--- src/rtl/core/lpht_pkg.sv ---
// Shared types and constants for the linear probing hash table.
// No dependencies; used by the top level and by the checker.
package lpht_pkg;

	localparam int KEY_W     = 31;
	localparam int OPCODE_W  = 2;
	localparam int STATUS_W  = 3;
	localparam int IDX_W     = 4;
	localparam int MARK_W    = 2;
	localparam int SLOT_W    = MARK_W + KEY_W;

	typedef enum logic [OPCODE_W-1:0] {
		OP_INSERT = 2'd0,
		OP_SEARCH = 2'd1,
		OP_DELETE = 2'd2
	} opcode_t;

	typedef enum logic [STATUS_W-1:0] {
		ST_INSERTED = 3'd0,
		ST_FULL     = 3'd1,
		ST_FOUND    = 3'd2,
		ST_MISSING  = 3'd3,
		ST_DELETED  = 3'd4
	} status_t;

	typedef enum logic [MARK_W-1:0] {
		MARK_FREE = 2'd0,
		MARK_USED = 2'd1,
		MARK_GONE = 2'd2
	} mark_t;

	typedef enum logic [2:0] {
		S_CLEAR,
		S_IDLE,
		S_DIV,
		S_ISSUE,
		S_PROBE,
		S_DONE
	} state_t;

	// One table entry as stored in the slot memory.
	typedef struct packed {
		logic [MARK_W-1:0] mark;
		logic [KEY_W-1:0]  key;
	} slot_t;

endpackage

--- src/rtl/core/lpht_ram.sv ---
// Generic single-port-write, single-port-read RAM with a registered read.
// No dependencies.
module lpht_ram #(
	parameter int WIDTH = 33,
	parameter int DEPTH = 16
) (
	input  logic                     clk,
	input  logic                     we,
	input  logic [$clog2(DEPTH)-1:0] waddr,
	input  logic [WIDTH-1:0]         wdata,
	input  logic [$clog2(DEPTH)-1:0] raddr,
	output logic [WIDTH-1:0]         rdata
);

	logic [WIDTH-1:0] mem [DEPTH];
	logic [WIDTH-1:0] rdata_q;

	always_ff @(posedge clk) begin
		if (we) begin
			mem[waddr] <= wdata;
		end
		rdata_q <= mem[raddr];
	end

	assign rdata = rdata_q;

endmodule

--- src/rtl/core/linear_probe_hash_table.sv ---
// Linear probing hash table: top level with the control sequencer.
// Depends on lpht_pkg and on lpht_ram for the slot memory.
//
// Usage: one request beat on the input channel (opcode, key) gives exactly one
// result beat on the output channel (status, slot_index). Both channels use
// valid/ready. Requests are handled one at a time; in_ready is high only while
// the sequencer is idle, but a result waiting in the output register does not
// block the next request.
// A request goes from S_IDLE through S_ISSUE and S_PROBE to S_DONE; when SLOTS
// is not a power of two it passes S_DIV first (key modulo SLOTS by a reciprocal
// multiply). Invalid opcodes go from S_IDLE straight to S_DONE. The probe reads
// one slot per cycle from the slot memory and visits at most SLOTS slots per
// request. After reset the block walks the memory once to mark every slot
// free; in_ready stays low until the walk is done.
// When the receiver stalls, the result holds in the output register; a new
// request may still run, and it waits at its end until the register is free.
module linear_probe_hash_table #(
	parameter int SLOTS = 16
) (
	input  logic                          clk,
	input  logic                          arst_n,
	input  logic                          in_valid,
	output logic                          in_ready,
	input  logic [lpht_pkg::OPCODE_W-1:0] opcode,
	input  logic [lpht_pkg::KEY_W-1:0]    key,
	output logic                          out_valid,
	input  logic                          out_ready,
	output logic [lpht_pkg::STATUS_W-1:0] status,
	output logic [lpht_pkg::IDX_W-1:0]    slot_index
);

	import lpht_pkg::*;

	localparam int AW = $clog2(SLOTS);
	localparam bit POW2 = (SLOTS & (SLOTS - 1)) == 0;
	localparam logic [AW-1:0] LAST = AW'(SLOTS - 1);
	localparam logic [AW-1:0] SLOTS_LO = AW'(SLOTS);
	localparam int MOD_SHIFT = KEY_W + AW;
	localparam int PROD_W = KEY_W + 32;
	// Rounded-up reciprocal; exact quotient for every key below 2**KEY_W.
	localparam logic [31:0] RECIP =
		32'(((64'd1 << MOD_SHIFT) + 64'(SLOTS) - 64'd1) / 64'(SLOTS));

	state_t state_q, state_d;

	logic [OPCODE_W-1:0]  op_q;
	logic [KEY_W-1:0]     key_q;
	logic [PROD_W-1:0]    prod_q;
	logic [AW-1:0]        rem_q;
	logic [AW-1:0]        clr_q;
	logic [AW-1:0]        ptr_q;
	logic [AW-1:0]        cnt_q;
	logic [AW-1:0]        addr_s1;
	status_t              res_status_q;
	logic [AW-1:0]        res_idx_q;
	logic                 out_valid_q;
	logic [STATUS_W-1:0]  status_q;
	logic [IDX_W-1:0]     slot_index_q;

	logic              ram_we;
	logic [AW-1:0]     ram_waddr;
	slot_t             ram_wdata;
	logic [AW-1:0]     ram_raddr;
	logic [SLOT_W-1:0] ram_rdata;

	slot_t         rd_slot;
	logic [AW-1:0] start_addr;
	logic [AW-1:0] quot_lo;
	logic [AW-1:0] ptr_next;
	logic          key_hit;
	logic          out_free;
	logic          probe_done;
	status_t       probe_status;
	logic [AW-1:0] probe_idx;

	lpht_ram #(
		.WIDTH(SLOT_W),
		.DEPTH(SLOTS)
	) u_slot_ram (
		.clk  (clk),
		.we   (ram_we),
		.waddr(ram_waddr),
		.wdata(ram_wdata),
		.raddr(ram_raddr),
		.rdata(ram_rdata)
	);

	assign rd_slot    = slot_t'(ram_rdata);
	assign start_addr = POW2 ? key_q[AW-1:0] : rem_q;
	// Only the low quotient bits matter, since the remainder fits in AW bits.
	assign quot_lo    = prod_q[MOD_SHIFT +: AW];
	assign ptr_next   = (ptr_q == LAST) ? '0 : ptr_q + 1'b1;
	assign key_hit    = (rd_slot.mark == MARK_USED) && (rd_slot.key == key_q);
	assign out_free   = !out_valid_q || out_ready;

	always_comb begin
		state_d      = state_q;
		in_ready     = 1'b0;
		ram_we       = 1'b0;
		ram_waddr    = addr_s1;
		ram_wdata    = '{mark: MARK_USED, key: key_q};
		ram_raddr    = ptr_q;
		probe_done   = 1'b0;
		probe_status = ST_MISSING;
		probe_idx    = '0;
		case (state_q)
			S_CLEAR: begin
				ram_we    = 1'b1;
				ram_waddr = clr_q;
				ram_wdata = '{mark: MARK_FREE, key: '0};
				if (clr_q == LAST) begin
					state_d = S_IDLE;
				end
			end
			S_IDLE: begin
				in_ready = 1'b1;
				if (in_valid) begin
					case (opcode)
						OP_INSERT, OP_SEARCH, OP_DELETE: state_d = POW2 ? S_ISSUE : S_DIV;
						default:                         state_d = S_DONE;
					endcase
				end
			end
			S_DIV: begin
				state_d = S_ISSUE;
			end
			S_ISSUE: begin
				ram_raddr = start_addr;
				state_d   = S_PROBE;
			end
			S_PROBE: begin
				// The read data belongs to addr_s1; the next slot is read speculatively.
				case (op_q)
					OP_INSERT: begin
						if (rd_slot.mark != MARK_USED) begin
							ram_we       = 1'b1;
							probe_done   = 1'b1;
							probe_status = ST_INSERTED;
							probe_idx    = addr_s1;
						end else if (cnt_q == LAST) begin
							probe_done   = 1'b1;
							probe_status = ST_FULL;
						end
					end
					OP_SEARCH, OP_DELETE: begin
						if (rd_slot.mark == MARK_FREE) begin
							probe_done = 1'b1;
						end else if (key_hit) begin
							probe_done = 1'b1;
							probe_idx  = addr_s1;
							if (op_q == OP_DELETE) begin
								ram_we       = 1'b1;
								ram_wdata    = '{mark: MARK_GONE, key: rd_slot.key};
								probe_status = ST_DELETED;
							end else begin
								probe_status = ST_FOUND;
							end
						end else if (cnt_q == LAST) begin
							probe_done = 1'b1;
						end
					end
					default: probe_done = 1'b1;
				endcase
				if (probe_done) begin
					state_d = S_DONE;
				end
			end
			S_DONE: begin
				if (out_free) begin
					state_d = S_IDLE;
				end
			end
			default: state_d = S_IDLE;
		endcase
	end

	always_ff @(posedge clk or negedge arst_n) begin
		if (!arst_n) begin
			state_q     <= S_CLEAR;
			clr_q       <= '0;
			out_valid_q <= 1'b0;
		end else begin
			state_q <= state_d;
			if (state_q == S_CLEAR) begin
				clr_q <= clr_q + 1'b1;
			end
			if (state_q == S_DONE && out_free) begin
				out_valid_q <= 1'b1;
			end else if (out_ready) begin
				out_valid_q <= 1'b0;
			end
		end
	end

	always_ff @(posedge clk) begin
		case (state_q)
			S_IDLE: begin
				if (in_valid) begin
					op_q         <= opcode;
					key_q        <= key;
					prod_q       <= PROD_W'(key) * PROD_W'(RECIP);
					res_status_q <= ST_MISSING;
					res_idx_q    <= '0;
				end
			end
			S_DIV: begin
				// Key minus quotient times SLOTS, kept to the slot address bits.
				rem_q <= key_q[AW-1:0] - quot_lo * SLOTS_LO;
			end
			S_ISSUE: begin
				addr_s1 <= start_addr;
				ptr_q   <= (start_addr == LAST) ? '0 : start_addr + 1'b1;
				cnt_q   <= '0;
			end
			S_PROBE: begin
				addr_s1 <= ptr_q;
				ptr_q   <= ptr_next;
				cnt_q   <= cnt_q + 1'b1;
				if (probe_done) begin
					res_status_q <= probe_status;
					res_idx_q    <= probe_idx;
				end
			end
			S_DONE: begin
				if (out_free) begin
					status_q     <= res_status_q;
					slot_index_q <= IDX_W'(res_idx_q);
				end
			end
			default: begin
			end
		endcase
	end

	assign out_valid  = out_valid_q;
	assign status     = status_q;
	assign slot_index = slot_index_q;

endmodule

--- config.mk ---
export PLATFORM = sky130hd
export DESIGN_NAME = linear_probe_hash_table
export DESIGN_NICKNAME = d
export VERILOG_FILES = /design/src/rtl/core/lpht_pkg.sv /design/src/rtl/core/lpht_ram.sv /design/src/rtl/core/linear_probe_hash_table.sv
export SDC_FILE = /design/constraint.sdc
export NUM_CORES = 1
export LEC_CHECK = 0
export CORE_AREA = 3 3 190 377
export DETAILED_ROUTE_END_ITERATION = 10
export DIE_AREA = 0 0 193 380
export DONT_BUFFER_PORTS = 1
export PLACE_DENSITY_LB_ADDON = 0.05
export SYNTH_ARGS = -nofsm -noshare
export SYNTH_HDL_FRONTEND = slang
export SYNTH_HIERARCHICAL = 1
export SYNTH_SLANG_ARGS = --single-unit
--- constraint.sdc ---
create_clock -name clk -period 8.8 [get_ports clk]
set_input_delay 0.44 -clock clk [delete_from_list [all_inputs] [get_ports clk]]
set_output_delay 0.44 -clock clk [all_outputs]
set_load 0.01 [all_outputs]
==> results.yml, run 1 <==
clock_network:
  clk_path_buf_depth: 3
  cts.sinks: 628
  cts-resized-gates: 0
  numCtsBuffers: 57
  clk_latency_ns: 0.64
  cts_root_buf: "clkbuf_16"
  clk_pin_slew_ns: 0.06
  cts_tree: "done"
  htree_levels: 2
power:
  ir_drop_mv: 0.219
  cellLeakagePower_nw: 8.77
  p_total_mw: 9.05
  power.density_nw_per_um2: 329
finish:
  drive_gt1_share_pct: 22.2
  final_cells: 2152
  fin_nets: 1248
  register_area_um2: 18500
  n_fill_cell: 6311
  multi_input_area_um2: 5280
  area_delta_synth_final_pct: 14.8
worst_setup_path:
  critPathSlowestCell: "nor2_4"
  cp_top_family: "simple AND/OR/NAND/NOR gates"
  worstPathMaxFanout: 17
  crit_path_end_kind: "flop"
  cp.required_ns: 9.08
  critPathLaunchType: "flop"
  rr_startpoint: "key_q[0]"
  critPathBufInv: 1
  crit_cells: 8
  worstPathArrival_ns: 4.61
  max_stage_delay_ns: 0.81
  ff2ff_path_depth: 8
  r2r-end: "u_slot_ram/mem[13][12]"
  path_cells: "xnor2_1 > nand4_1 > nor4_4 > a41oi_1 > a21oi_1 > nand3_1 > nor2_4 > buf_4"
  crit_type: "reg2reg"
  r2r_slack_ns: 4.47
synth:
  netlist.top_cell.by_area: "edfxtp_1"
  synthArstFlopShare_pct: 1.27
  synth_commonest_cells: "587 x edfxtp_1, 113 x mux4_2, 67 x a22oi_1"
  ys.flop_type: "edfxtp_1"
  synth_edf_count: 587
  syn_avg_cell_area_um2: 21.3
  synth.top_cell.area_share_pct: 73.5
  synth.area.top_cells: "edfxtp_1 74%, mux4_2 11%, dfxtp_1 2.8%"
  synth_area_um2: 24000
  ys_seq_area_share_pct: 77.1
  syn_nets: 1171
  ys_types: 42
  ys_seq_elements: 628
  syn_inst: 1127
  synth_warnings: 6
  synth_most_common_cell: "edfxtp_1"
global_routing:
  grt_pass1_wl_mm: 91.7
  grt_pass1_vias: 12400
  met2_usage_pct: 33.6
  met3_usage_pct: 2.65
  grt-ovfl-total: 0
  top_usage_layer: "met2"
  antenna_found_initial: 2
  grt_start_max_net_pins: 90
  grt_use_total_pct: 17.8
  grt_use_met1_pct: 20.6
sta:
  setup_violations: 0
  rsz0062_at_grt: "no"
  period_share_pct: 49.2
  hold-worst-slack_ns: 0.115
  fin_crit_ns: 4.33
  drv_slew: 0
  fin_skew_ns: 0.0214
  fmax_ghz: 0.231
  worst_pin_slew_ns: 1.19
  fin_tns_setup_ns: 0
  slew_headroom_pct: 20.2
  hold_violations: 0
die:
  dieHeight_um: 380
  dieArea_um2: 73300
  fp-row-count: 136
  start_util_pct: 34.7
  io_pins: 46
  design.core.area_um2: 69100
  die_x_um: 193
placement:
  dp_cells: 2007
  place.gp.congestion: 0.723
  dpl.hpwl_mm: 37.4
  port_buffers: 0
status:
  status: "finished, final reports clean"
worst_hold_path:
  hold_start: "out_ready"
  min_to: "out_valid"
  whs_path_depth: 2
  hold_path_class: "in2reg"
route:
  wl_mm: 64.1
  detail_route.wl_per_cell_um: 29.8
  via_per_inst: 5.19
  first_pass_iters: 4
  drtIter0Drc: 603
  drcViolationCount: 0
  ant_nets: 0
  num_vias: 11200
run:
  timing.max_cap.violations: 0
[metal layers]
metal  up-vias  share of wire (%)
met5         -                  0
met4         0                2.4
met3        82                3.3
met2       194                 57
met1      6099                 37
li1       4784                  -
[registers in the layout, indices dropped and copies added, names as in the netlist]
name,cells
addr_s1,4
clr_q,4
cnt_q,4
key_q,31
op_q,2
out_valid,1
ptr_q,4
res_idx_q,4
res_status_q,3
slot_index,4
state_q,3
status,3
u_slot_ram/mem,528
u_slot_ram/rdata,33
[where the power goes]
group / switching (mW) / total (mW) / internal, mW / leakage [nW]
clock: 1.12 / 2.65 / 1.53 / 0.960
combinational: 1.50 / 2.38 / 0.879 / 2.09
sequential: 0.154 / 4.03 / 3.87 / 5.72
total: 2.77 / 9.05 / 6.28 / 8.77
[area by class of cell]
class	count	share of cell area, %
antenna	2	0.0182
clock buffer	80	5.79
clock inverter	28	1.39
inverter	8	0.109
multi-input combinational	438	19.2
sequential	628	67.2
tap	897	4.08
timing repair buffer	71	2.30
[through the flow]
stage / utilization, % / cell area, µm² / setup WS (ns)
6_report: 39.8 / 27500 / 4.47
5_1_grt: 39.8 / 27500 / 4.19
4_1_cts: 39.8 / 27500 / 4.33
3_5_place_dp: 36.5 / 25200 / 4.39
3_3_place_gp: 36.5 / 25200 / 4.41
2_1_floorplan: - / 24000 / 4.03
[worst reg2reg max path: stages, from the launching register on]
cell and delay, ns:
edfxtp_1 0.58, xnor2_1 0.36, nand4_1 0.21, nor4_4 0.53
a41oi_1 0.22, a21oi_1 0.37, nand3_1 0.36, nor2_4 0.81
buf_4 0.51
[cells by family (layout without fill, tap and decap cells)]
kind of cell / count (synthesis) / after routing / synth area share [%]
AOI/OAI and AO/OA: 91 / 91 / 2.71
other: 0 / 2 / 0
xor gates and xnor gates: 38 / 38 / 1.50
buffers and inverters: 61 / 187 / 1.62
and+or+nand+nor: 158 / 158 / 3.43
adders and majority gates: 7 / 7 / 0.365
DFF: 628 / 628 / 77.1
muxes: 144 / 144 / 13.3
[layout by cell type, fill, tap and decap left out, types with 19 or more instances in the layout]
cell             n
dlygate4sd3_1   35
xnor2_1         33
mux4_1          19
nor2b_1         31
mux4_2         113
dfxtp_1         33
edfxtp_1       587
buf_4           35
clkbuf_16       57
nand2_1         56
a22oi_1         67
[how the worst max path moves through the flow]
stage / start / to / slack [ns]
floorplan: key_q[1] / u_slot_ram/mem[0][0] / 4.03
global placement: key_q[0] / u_slot_ram/mem[13][12] / 4.41
detailed placement: key_q[0] / u_slot_ram/mem[13][12] / 4.39
CTS: key_q[0] / u_slot_ram/mem[15][12] / 4.33
global route: key_q[0] / u_slot_ram/mem[15][12] / 4.19
finish: key_q[0] / u_slot_ram/mem[13][12] / 4.47
[timing repair]
| action | CTS | global route |
|---|---|---|
| endpoints found under the setup margin | 0 | 0 |
| endpoints found under the hold margin | 42 | 0 |
| buffers inserted | 0 | 0 |
| hold buffers | 35 | 0 |
Note: power is estimated with default switching activity, not from simulation.
==> run 2, diff against run 1 <==
clock period = 4.3 ns   (was 8.8 ns; I/O delays follow)
==> run 2 against run 1 <==
Effect of this change: first-iteration DRC count is 8.5% lower; sequential share of layout area is 0.41 points lower; sequential power is 100% higher; via count is 1.6% lower; count of clock-buffer cells in the layout is 6 higher; largest power group unchanged.
==> results.yml, run 2 (synthesis results as in run 1) <==
route:
  drcViolationCount: 0
  wl_mm: 59.1
  drtIter0Drc: 552
  num_vias: 11000
  detail_route.wl_per_cell_um: 27.2
  via_per_inst: 5.06
  first_pass_iters: 6
  ant_nets: 0
global_routing:
  grt_pass1_wl_mm: 85.4
  antenna_found_initial: 4
  grt_use_total_pct: 16.4
  grt-ovfl-total: 0
  grt_start_max_net_pins: 46
  grt_pass1_vias: 12000
finish:
  final_cell_mix: "587 x edfxtp_1, 113 x mux4_2, 67 x a22oi_1"
  largest_register: "u_slot_ram/mem"
  final_cells: 2169
  n_fill_cell: 6296
  layout_commonest_cell: "edfxtp_1"
  multi_input_area_um2: 5290
  largest_reg_flops: 528
  fin_nets: 1263
  area_delta_synth_final_pct: 15.5
  register_area_um2: 18500
  drive_gt1_share_pct: 22.9
clock_network:
  cts_root_buf: "clkbuf_16"
  cts-resized-gates: 0
  htree_levels: 2
  clk_path_buf_depth: 3
  clk_pin_slew_ns: 0.06
  cts_tree: "done"
  cts_hold_buffers: 37
  numCtsBuffers: 58
  post_cts_buffers: 0
  cts.sinks: 628
  clk_latency_ns: 0.63
worst_setup_path:
  r2r-end: "u_slot_ram/mem[14][17]"
  crit_cells: 8
  rr_startpoint: "key_q[27]"
  crit_type: "reg2reg"
  ff2ff_path_depth: 8
  cp.required_ns: 4.57
  critPathBufInv: 1
  max_stage_delay_ns: 0.51
  critPathSlowestCell: "edfxtp_1"
  crit_end: "u_slot_ram/mem[14][17]"
  startpoint: "key_q[27]"
  worstPathMaxFanout: 24
  r2r_slack_ns: 0.54
  worstPathArrival_ns: 4.03
  critPathLaunchType: "flop"
  crit_path_end_kind: "flop"
  path_cells: "xnor2_1 > nand4_1 > nor4_4 > a41oi_1 > a21oi_1 > nand3_1 > nor2_4 > buf_4"
  cp_top_family: "simple AND/OR/NAND/NOR gates"
placement:
  place.gp.congestion: 0.705
  dpl.hpwl_mm: 35.8
  port_buffers: 0
  dp_cells: 2019
die:
  die_x_um: 193
  fp-row-count: 136
  design.core.area_um2: 69100
  dieHeight_um: 380
  start_util_pct: 34.7
  dieArea_um2: 73300
  io_pins: 46
sta:
  fin_skew_ns: 0.0220
  fmax_ghz: 0.266
  setup_violations: 0
  worst_pin_slew_ns: 1.30
  fin_tns_setup_ns: 0
  rsz0062_at_grt: "no"
  drv_slew: 0
  hold_violations: 0
  fin_crit_ns: 3.76
  period_share_pct: 87.5
  slew_headroom_pct: 13.1
power:
  cellLeakagePower_nw: 8.86
  ir_drop_mv: 0.324
  power.density_nw_per_um2: 658
run:
  timing.max_cap.violations: 0
status:
  status: "finished, final reports clean"
worst_hold_path:
  hold_path_class: "in2reg"
run 2: worst register-to-register path, cell delays in order, from the launching register on:
cell      delay, ns
edfxtp_1       0.51
xnor2_1        0.30
nand4_1        0.35
nor4_4         0.47
a41oi_1        0.18
a21oi_1        0.45
nand3_1        0.43
nor2_4         0.22
buf_4          0.44
run 2: worst min-delay path by stage:
stage / from / end / slack [ns] / cells past startpoint
2_1_floorplan: arst_n / clr_q[0] / -0.08 / 0
3_3_place_gp: arst_n / out_valid / -0.08 / 0
3_5_place_dp: arst_n / out_valid / -0.08 / 0
4_1_cts: in_valid / res_idx_q[1] / 0.09 / 2
5_1_grt: in_valid / res_idx_q[1] / 0.12 / 2
6_report: in_valid / res_idx_q[1] / 0.14 / 2
run 2: area by class of cell:
cell class / instances / share of cell area [%]
sequential: 628 / 66.7
multi-input combinational: 438 / 19.1
clock buffer: 86 / 6.02
tap: 897 / 4.05
timing repair buffer: 85 / 3.09
inverter: 8 / 0.108
clock inverter: 24 / 0.849
antenna: 3 / 0.0271
run 2: layer usage:
metal	GRT usage (%)	wire (µm)	vias to the layer above
met5	0	15	-
li1	-	-	4821
met1	19.5	22900	5886
met4	4.75	1420	2
met3	2.59	2180	76
met2	30.2	32500	191
run 2: stage by stage:
| step | cell area [µm²] | setup WS [ns] | utilization (%) | total power, mW | hold slack [ns] |
|---|---|---|---|---|---|
| global route | 27700 | 0.246 | 40.1 | 19.2 | 0.125 |
| floorplan | 24000 | 0.426 | - | 11.6 | -0.0806 |
| global placement | 25400 | 0.452 | 36.8 | 13.3 | -0.0804 |
| detailed placement | 25400 | 0.366 | 36.8 | 13.4 | -0.0804 |
| finish | 27700 | 0.537 | 40.1 | 18.2 | 0.137 |
| CTS | 27700 | 0.369 | 40.1 | 18.7 | 0.0916 |
run 2: where the power goes:
group / switching, mW / internal, mW
registers: 0.314 / 7.93
logic: 2.94 / 1.86
clock network: 2.27 / 2.92
total: 5.52 / 12.7
==> run 3, diff against run 2 <==
==> constraint.sdc (replaced) <==
create_clock -name clk -period 4.3 [get_ports clk]
set_input_delay 0.86 -clock clk [delete_from_list [all_inputs] [get_ports clk]]
set_output_delay 0.86 -clock clk [all_outputs]
set_load 0.01 [all_outputs]
==> run 3 against run 2 <==
Effect of this change: critical endpoint is now u_slot_ram/mem[8][21]; register-to-register slack lost 0.13 ns; fmax shrank 3.3%; combinational power is essentially flat; global-route usage is essentially flat; power shrank 0.17%; setup slack lost 0.13 ns.
==> results.yml, run 3 (synthesis results as in run 1) <==
clock_network:
  cts-resized-gates: 0
  cts.sinks: 628
  clk_pin_slew_ns: 0.07
  cts_tree: "done"
  clk_path_buf_depth: 3
  numCtsBuffers: 58
  clk_latency_ns: 0.63
  post_cts_buffers: 0
  cts_hold_buffers: 1
  cts_root_buf: "clkbuf_16"
  htree_levels: 2
sta:
  slew_headroom_pct: 12.9
  setup_violations: 0
  fin_ws_ns: 0.409
  rsz0062_at_grt: "no"
  fin_crit_ns: 3.89
  fmax_ghz: 0.257
  hold_violations: 0
  worst_pin_slew_ns: 1.30
  fin_tns_setup_ns: 0
  fin_skew_ns: 0.0191
  drv_slew: 0
  period_share_pct: 90.5
placement:
  place_area_um2: 25400
  place.gp.congestion: 0.705
  port_buffers: 0
  post-place-ws_ns: 0.366
  dp_cells: 2019
  dpl.hpwl_mm: 35.8
power:
  p_sw_mw: 5.51
  power.density_nw_per_um2: 666
  p_int_mw: 12.7
  ir_drop_mv: 0.325
  switching_share_pct: 30.3
  p_seq_share_pct: 45.3
  combPwrFrac_pct: 26.2
  cellLeakagePower_nw: 8.71
  pwr-share-clk_pct: 28.5
worst_setup_path:
  crit_type: "reg2reg"
  critPathSlowestCell: "edfxtp_1"
  cp.required_ns: 4.56
  critPathBufInv: 1
  path_cells: "xnor2_1 > nand4_1 > nor4_4 > a41oi_1 > a21oi_1 > nand3b_1 > nor3_4 > buf_4"
  worstPathMaxFanout: 24
  worstPathArrival_ns: 4.15
  max_stage_delay_ns: 0.50
  critPathLaunchType: "flop"
  cp_top_family: "simple AND/OR/NAND/NOR gates"
  crit_path_end_kind: "flop"
route:
  first_pass_iters: 6
  drtIter0Drc: 615
  ant_nets: 0
  via_per_inst: 5.09
  num_vias: 10900
  wl_mm: 58.9
  detail_route.wl_per_cell_um: 27.6
  drcViolationCount: 0
finish:
  area_delta_synth_final_pct: 14.0
  register_area_um2: 18500
  final_area_um2: 27300
  drive_gt1_share_pct: 23.6
  largest_register: "u_slot_ram/mem"
  finish.utilization_pct: 39.6
  n_fill_cell: 6313
  layout_commonest_cell: "edfxtp_1"
  multi_input_area_um2: 5290
  fin_nets: 1227
  final_cells: 2135
  largest_reg_flops: 528
  final_cell_mix: "587 x edfxtp_1, 113 x mux4_2, 67 x a22oi_1"
global_routing:
  grt_pass1_vias: 11800
  grt_pass1_wl_mm: 85.1
  grt_start_max_net_pins: 46
  antenna_found_initial: 9
  grt-ovfl-total: 0
  grt_use_total_pct: 16.4
die:
  dieHeight_um: 380
  fp-row-count: 136
  start_util_pct: 34.7
  dieArea_um2: 73300
  design.core.area_um2: 69100
  io_pins: 46
  die_x_um: 193
run:
  timing.max_cap.violations: 0
worst_hold_path:
  hold_path_class: "in2reg"
status:
  status: "finished, final reports clean"
==> run 3: cell types whose count changed in the layout (fill, tap and decap cells not counted) <==
cell / previous run / this run
dlygate4sd3_1: 37 / 1
diode_2: 3 / 5
==> run 3: final timing paths <==
path	startpoint	end	slack, ns	cells after the start
worst max register to register	key_q[3]	u_slot_ram/mem[8][21]	0.41	8
worst min register to register	res_idx_q[0]	slot_index[0]	0.42	0
worst max-delay path	key_q[3]	u_slot_ram/mem[8][21]	0.41	8
worst min-delay path	key[9]	key_q[9]	0.32	0
max in group asynchronous	arst_n	state_q[2]	3.45	1
min in group asynchronous	arst_n	clr_q[0]	0.58	1
==> run 3: metrics by stage <==
| step | hold slack (ns) | power (mW) |
|---|---|---|
| final | 0.323 | 18.2 |
| after global routing | 0.283 | 19.1 |
| after CTS | 0.273 | 18.6 |
| after detailed placement | 0.407 | 13.4 |
| after global placement | 0.404 | 13.3 |
| after floorplan | 0.400 | 11.6 |
==> run 3: power groups by stage <==
stage / registers, mW / logic [mW] / clock network [mW]
global placement: 8.38 / 4.93 / 0
global route: 8.32 / 5.24 / 5.58
detailed placement: 8.40 / 4.97 / 0
CTS: 8.27 / 4.98 / 5.37
finish: 8.25 / 4.77 / 5.19
floorplan: 8.25 / 3.32 / 0
==> run 3: area by class of cell <==
| class | instances | share of cell area [%] |
|---|---|---|
| flip-flops and latches | 628 | 67.6 |
| multi-input cells | 438 | 19.4 |
| clock buffers | 86 | 6.10 |
| well taps | 897 | 4.10 |
| repair buffers | 49 | 1.81 |
| clock inverters | 24 | 0.860 |
| inverters | 8 | 0.110 |
| diodes | 5 | 0.0458 |
==> run 3: worst register-to-register path: stages (launching register included) <==
cell and delay [ns]:
edfxtp_1 0.50, xnor2_1 0.43, nand4_1 0.38, nor4_4 0.43, a41oi_1 0.18, a21oi_1 0.46, nand3b_1 0.41, nor3_4 0.24
buf_4 0.46
==> run 3: routing by layer <==
metal	share of wire [%]	up-vias	wire length, µm	GRT usage [%]
li1	-	4750	-	-
met2	55	185	32400	30.1
met3	3.9	78	2300	2.77
met4	2.3	6	1340	4.56
met1	39	5858	22800	19.5
met5	0.070	-	41	0
